[config.mk]
export PLATFORM = sky130hd
export DESIGN_NAME = ctc_ram
export DESIGN_NICKNAME = d
export VERILOG_FILES = /design/src/rtl/covering_tuple_count_engine_defines.svh /design/src/rtl/ctc_ram.sv
export SDC_FILE = /design/constraint.sdc
export NUM_CORES = 1
export LEC_CHECK = 0
export BUFFER_PORTS_ARGS = -buffer_cell sky130_fd_sc_hd__buf_2
export CAP_MARGIN = 20
export CORE_MARGIN = 3
export CORE_UTILIZATION = 60
export CTS_BUF_LIST = sky130_fd_sc_hd__clkbuf_2 sky130_fd_sc_hd__clkbuf_4 sky130_fd_sc_hd__clkbuf_8
export DETAILED_ROUTE_END_ITERATION = 7
export MAX_ROUTING_LAYER = met4
export PLACE_DENSITY = 0.88
export SETUP_SLACK_MARGIN = 0.2
export SYNTH_ARGS = -nofsm -noshare
export SYNTH_HDL_FRONTEND = slang
export SYNTH_SLANG_ARGS = --single-unit
[constraint.sdc]
create_clock -name clk -period 5.6 [get_ports clk]
set_input_delay 0.84 -clock clk [delete_from_list [all_inputs] [get_ports clk]]
set_output_delay 0.84 -clock clk [all_outputs]
set_load 0.01 [all_outputs]
[src/rtl/covering_tuple_count_engine_defines.svh]
// Assertion macros for the covering tuple count engine.
`ifndef COVERING_TUPLE_COUNT_ENGINE_DEFINES_SVH
`define COVERING_TUPLE_COUNT_ENGINE_DEFINES_SVH
`ifndef SYNTHESIS
`define CTC_CHECK_IMPLY(label, ante, cons) \
  label: assert property (@(posedge clk) disable iff (!rst_n) (ante) |-> (cons)) \
    else $error("ctc check failed");
`define CTC_CHECK_NEXT(label, ante, cons) \
  label: assert property (@(posedge clk) disable iff (!rst_n) (ante) |=> (cons)) \
    else $error("ctc check failed");
`else
`define CTC_CHECK_IMPLY(label, ante, cons)
`define CTC_CHECK_NEXT(label, ante, cons)
`endif
`endif

[src/rtl/ctc_ram.sv]
// Generic single-write, single-read RAM with registered read data.
`default_nettype none
module ctc_ram #(
  parameter int WIDTH = 8,
  parameter int DEPTH = 16,
  localparam int AW = (DEPTH > 1) ? $clog2(DEPTH) : 1
) (
  input  wire logic             clk,
  input  wire logic             we,
  input  wire logic [AW-1:0]    waddr,
  input  wire logic [WIDTH-1:0] wdata,
  input  wire logic [AW-1:0]    raddr,
  output logic      [WIDTH-1:0] rdata_r
);
  logic [WIDTH-1:0] mem_r [DEPTH];

  always_ff @(posedge clk) begin
    if (we) begin
      mem_r[waddr] <= wdata;
    end
    rdata_r <= mem_r[raddr];
  end
endmodule
`default_nettype wire
==> flow_summary.ini <==
[run_status]
status = complete, no violations

[place]
dp_slack_ns = 2.79
portBuffers = 25
post-dp-hpwl_um = 6020
gp_congestion = 0.779

[synth]
synthArstFlopShare_pct = 0
syn_nets = 247
synth_edf_count = 128
synth_largest_area_cell = edfxtp_1
synthesis.area_mm2 = 0.00515
ys.flop_type = edfxtp_1
netlist_instances = 229
synthDistinctLibCells = 19
ys.warnings.count = 0
synth-seq-area-share_pct = 77.8
synth.ff_latch_count = 136
synth.most_common_cell = edfxtp_1
synth_area_leaders = edfxtp_1 75%, mux4_2 7.9%, mux4_1 7.1%, dfxtp_1 3.1%, a22oi_1 2.3%
synthTopCellsByCount = 128 x edfxtp_1, 18 x mux4_2, 16 x a22oi_1, 14 x mux4_1, 13 x nor2_1
synth_top_area_share_pct = 74.7
syn_area_per_cell_um2 = 22.5

[power]
p_seq_share_pct = 54.4
leakage_uw = 0.00192
swShare_pct = 20.8
switching_power_uw = 438
p_comb_share_pct = 4.8
peakVddDrop_uv = 284
p_int_uw = 1660
powerDensity_mw_per_mm2 = 364
clkPwrFrac_pct = 40.8

[floorplan]
core_area_mm2 = 0.00826
rows = 33
io_pins = 26
die_width_um = 98.6
floorplan.initialDensity_pct = 62.3
die_area_mm2 = 0.00973
die_h_um = 98.6

[cells_and_area]
finalNetCount = 284
area_delta_synth_final_pct = 12.3
layout-drive-gt1-share_pct = 28.7
antenna-diode-count = 0

[global_routing]
grt_util_met2_pct = 31.9
antenna_found_initial = 0
grt_use_met3_pct = 7.36
grt_pass1_wl_um = 14700
grt_use_total_pct = 22.2
met1_usage_pct = 29.9
grt_busiest_layer = met2
grt_overflow = 0
grt_pass1_vias = 2491
grt_max_degree = 33

[hold_path]
hold_path_depth = 3
worstHoldStart = mem_r[15][5]
holdPathEnd = rdata_r[5]
hold_path_class = register to register

[clock_network]
htree_levels = 4
ctsHoldBuffers = 0
path_clk_slew_ns = 0.08
clk_latency_ns = 0.43
clock-sinks = 136
cts_tree = built
ctsLongestPathBuffers = 2
cts-root-buf = clkbuf_8
cts_resized = 0
post_cts.repair.setup_buffers = 0
numCtsBuffers = 17

[timing]
worst_pin_slew_ns = 1.05
max_slew_margin_pct = 29.9
fmax_mhz = 429
setup_ws_ns = 3.27
tns_ns = 0
rsz0062_at_grt = no
post-route-period-util_pct = 41.7
setup_viol = 0
period_needed_ns = 2.33
hold_viol = 0
final-max-slew-violation-count = 0
clock_skew_ns = 0.00700

[worst_setup_path]
cp.required_ns = 5.92
path_buf_inv = 1
cp_data_arrival_time_ns = 2.66
startpoint_type = input pin
worstPathCellList = buf_2 -> mux4_1 -> a22oi_1 -> nand2_1
cp_top_family = buffers and inverters
critPathMaxStageDelay_ns = 0.74
r2r_start = mem_r[1][0]
r2r_slack_ns = 4.23
r2r-end = rdata_r[0]
cp_max_fo = 32
rr_worst_depth = 3
crit_slowest_cell = buf_2
crit_type = input pin to register
endpoint_kind = register

[routing]
wl_per_cell_um = 25.4
post-route-drc-count = 0
firstDrtPassIters = 5
first_iter_violations = 288
ant_nets = 0
post_drt_via_cell_ratio = 6.53
drt-total-wl_um = 9760
via_count = 2508

[job]
cap_violations = 0
==> power groups by stage <==
| stage | Sequential (uW) | Clock [uW] | Combinational [uW] |
|---|---|---|---|
| after detailed placement | 1170 | 0 | 101 |
| after CTS | 1140 | 865 | 102 |
| after floorplan | 1170 | 0 | 57.8 |
| final | 1140 | 857 | 101 |
| after global placement | 1170 | 0 | 96.5 |
| after global routing | 1150 | 911 | 109 |
==> sequential cells by signal (all words and copies together), names as in the netlist <==
| name | flops |
|---|---|
| rdata_r | 8 |
| mem_r | 128 |
==> layout make-up <==
class                   instances  area, um2
flip-flops and latches        136       4000
well taps                     105        131
repair buffers                 28        148
multi-input cells              83       1060
clock buffers                  17        234
fillers                       504       2480
clock inverters                15        201
==> cells by family (layout without fill, tap and decap cells) <==
kind of cell | count (synthesis) | in the layout | synth area share, %
flip-flops | 136 | 136 | 77.8
AND/OR/NAND/NOR | 35 | 35 | 3.18
multiplexers | 32 | 32 | 15.0
AO/OA/AOI/OAI | 16 | 16 | 2.33
buffers and inverters | 10 | 60 | 1.68
==> how the worst max path moves through the flow <==
| stage | startpoint | endpoint | slack [ns] | cells past startpoint |
|---|---|---|---|---|
| 4_1_cts | raddr[0] | rdata_r[4] | 3.24 | 4 |
| 2_1_floorplan | waddr[2] | mem_r[0][0] | 3.27 | 2 |
| 5_1_grt | raddr[0] | rdata_r[4] | 3.12 | 4 |
| 3_5_place_dp | raddr[0] | rdata_r[4] | 2.79 | 4 |
| 3_3_place_gp | waddr[2] | mem_r[0][2] | 2.74 | 3 |
| 6_report | raddr[0] | rdata_r[0] | 3.27 | 4 |
==> per-layer routing <==
layer	wire length, um	share of wire [%]	vias to the layer above
li1	-	-	1045
met2	4820	49	164
met5	0	0	-
met3	925	9.5	24
met4	246	2.5	0
met1	3770	39	1275
==> per-stage QoR <==
step,instance area (um2),util (%),power [uW],cells,hold WS (ns)
floorplan,5150,-,1220,229,0.629
global placement,5340,64.6,1260,351,0.652
detailed placement,5350,64.7,1270,352,0.661
CTS,5780,70.0,2110,384,0.677
global route,5780,70.0,2170,384,0.701
finish,5780,70.0,2100,384,0.669
==> layout by cell type, fill, tap and decap left out, types with 2 or more instances in the layout <==
cell	n
a22oi_1	16
buf_2	25
buf_4	3
bufinv_16	4
clkbuf_8	17
clkinv_2	3
clkinv_4	3
clkinvlp_4	3
dfxtp_1	8
edfxtp_1	128
inv_6	2
mux4_1	14
mux4_2	18
nand2_1	9
nand2b_1	2
nand3b_1	2
nor2_1	13
nor3_1	3
==> tightest hold or removal path, delay by kind of cell, from the launching register on <==
kind            cells  cell delay [ns]
compound gates      1             0.06
flops               1             0.32
mux                 1             0.22
simple gates        1             0.06
Power figures use the tool's default switching activity.
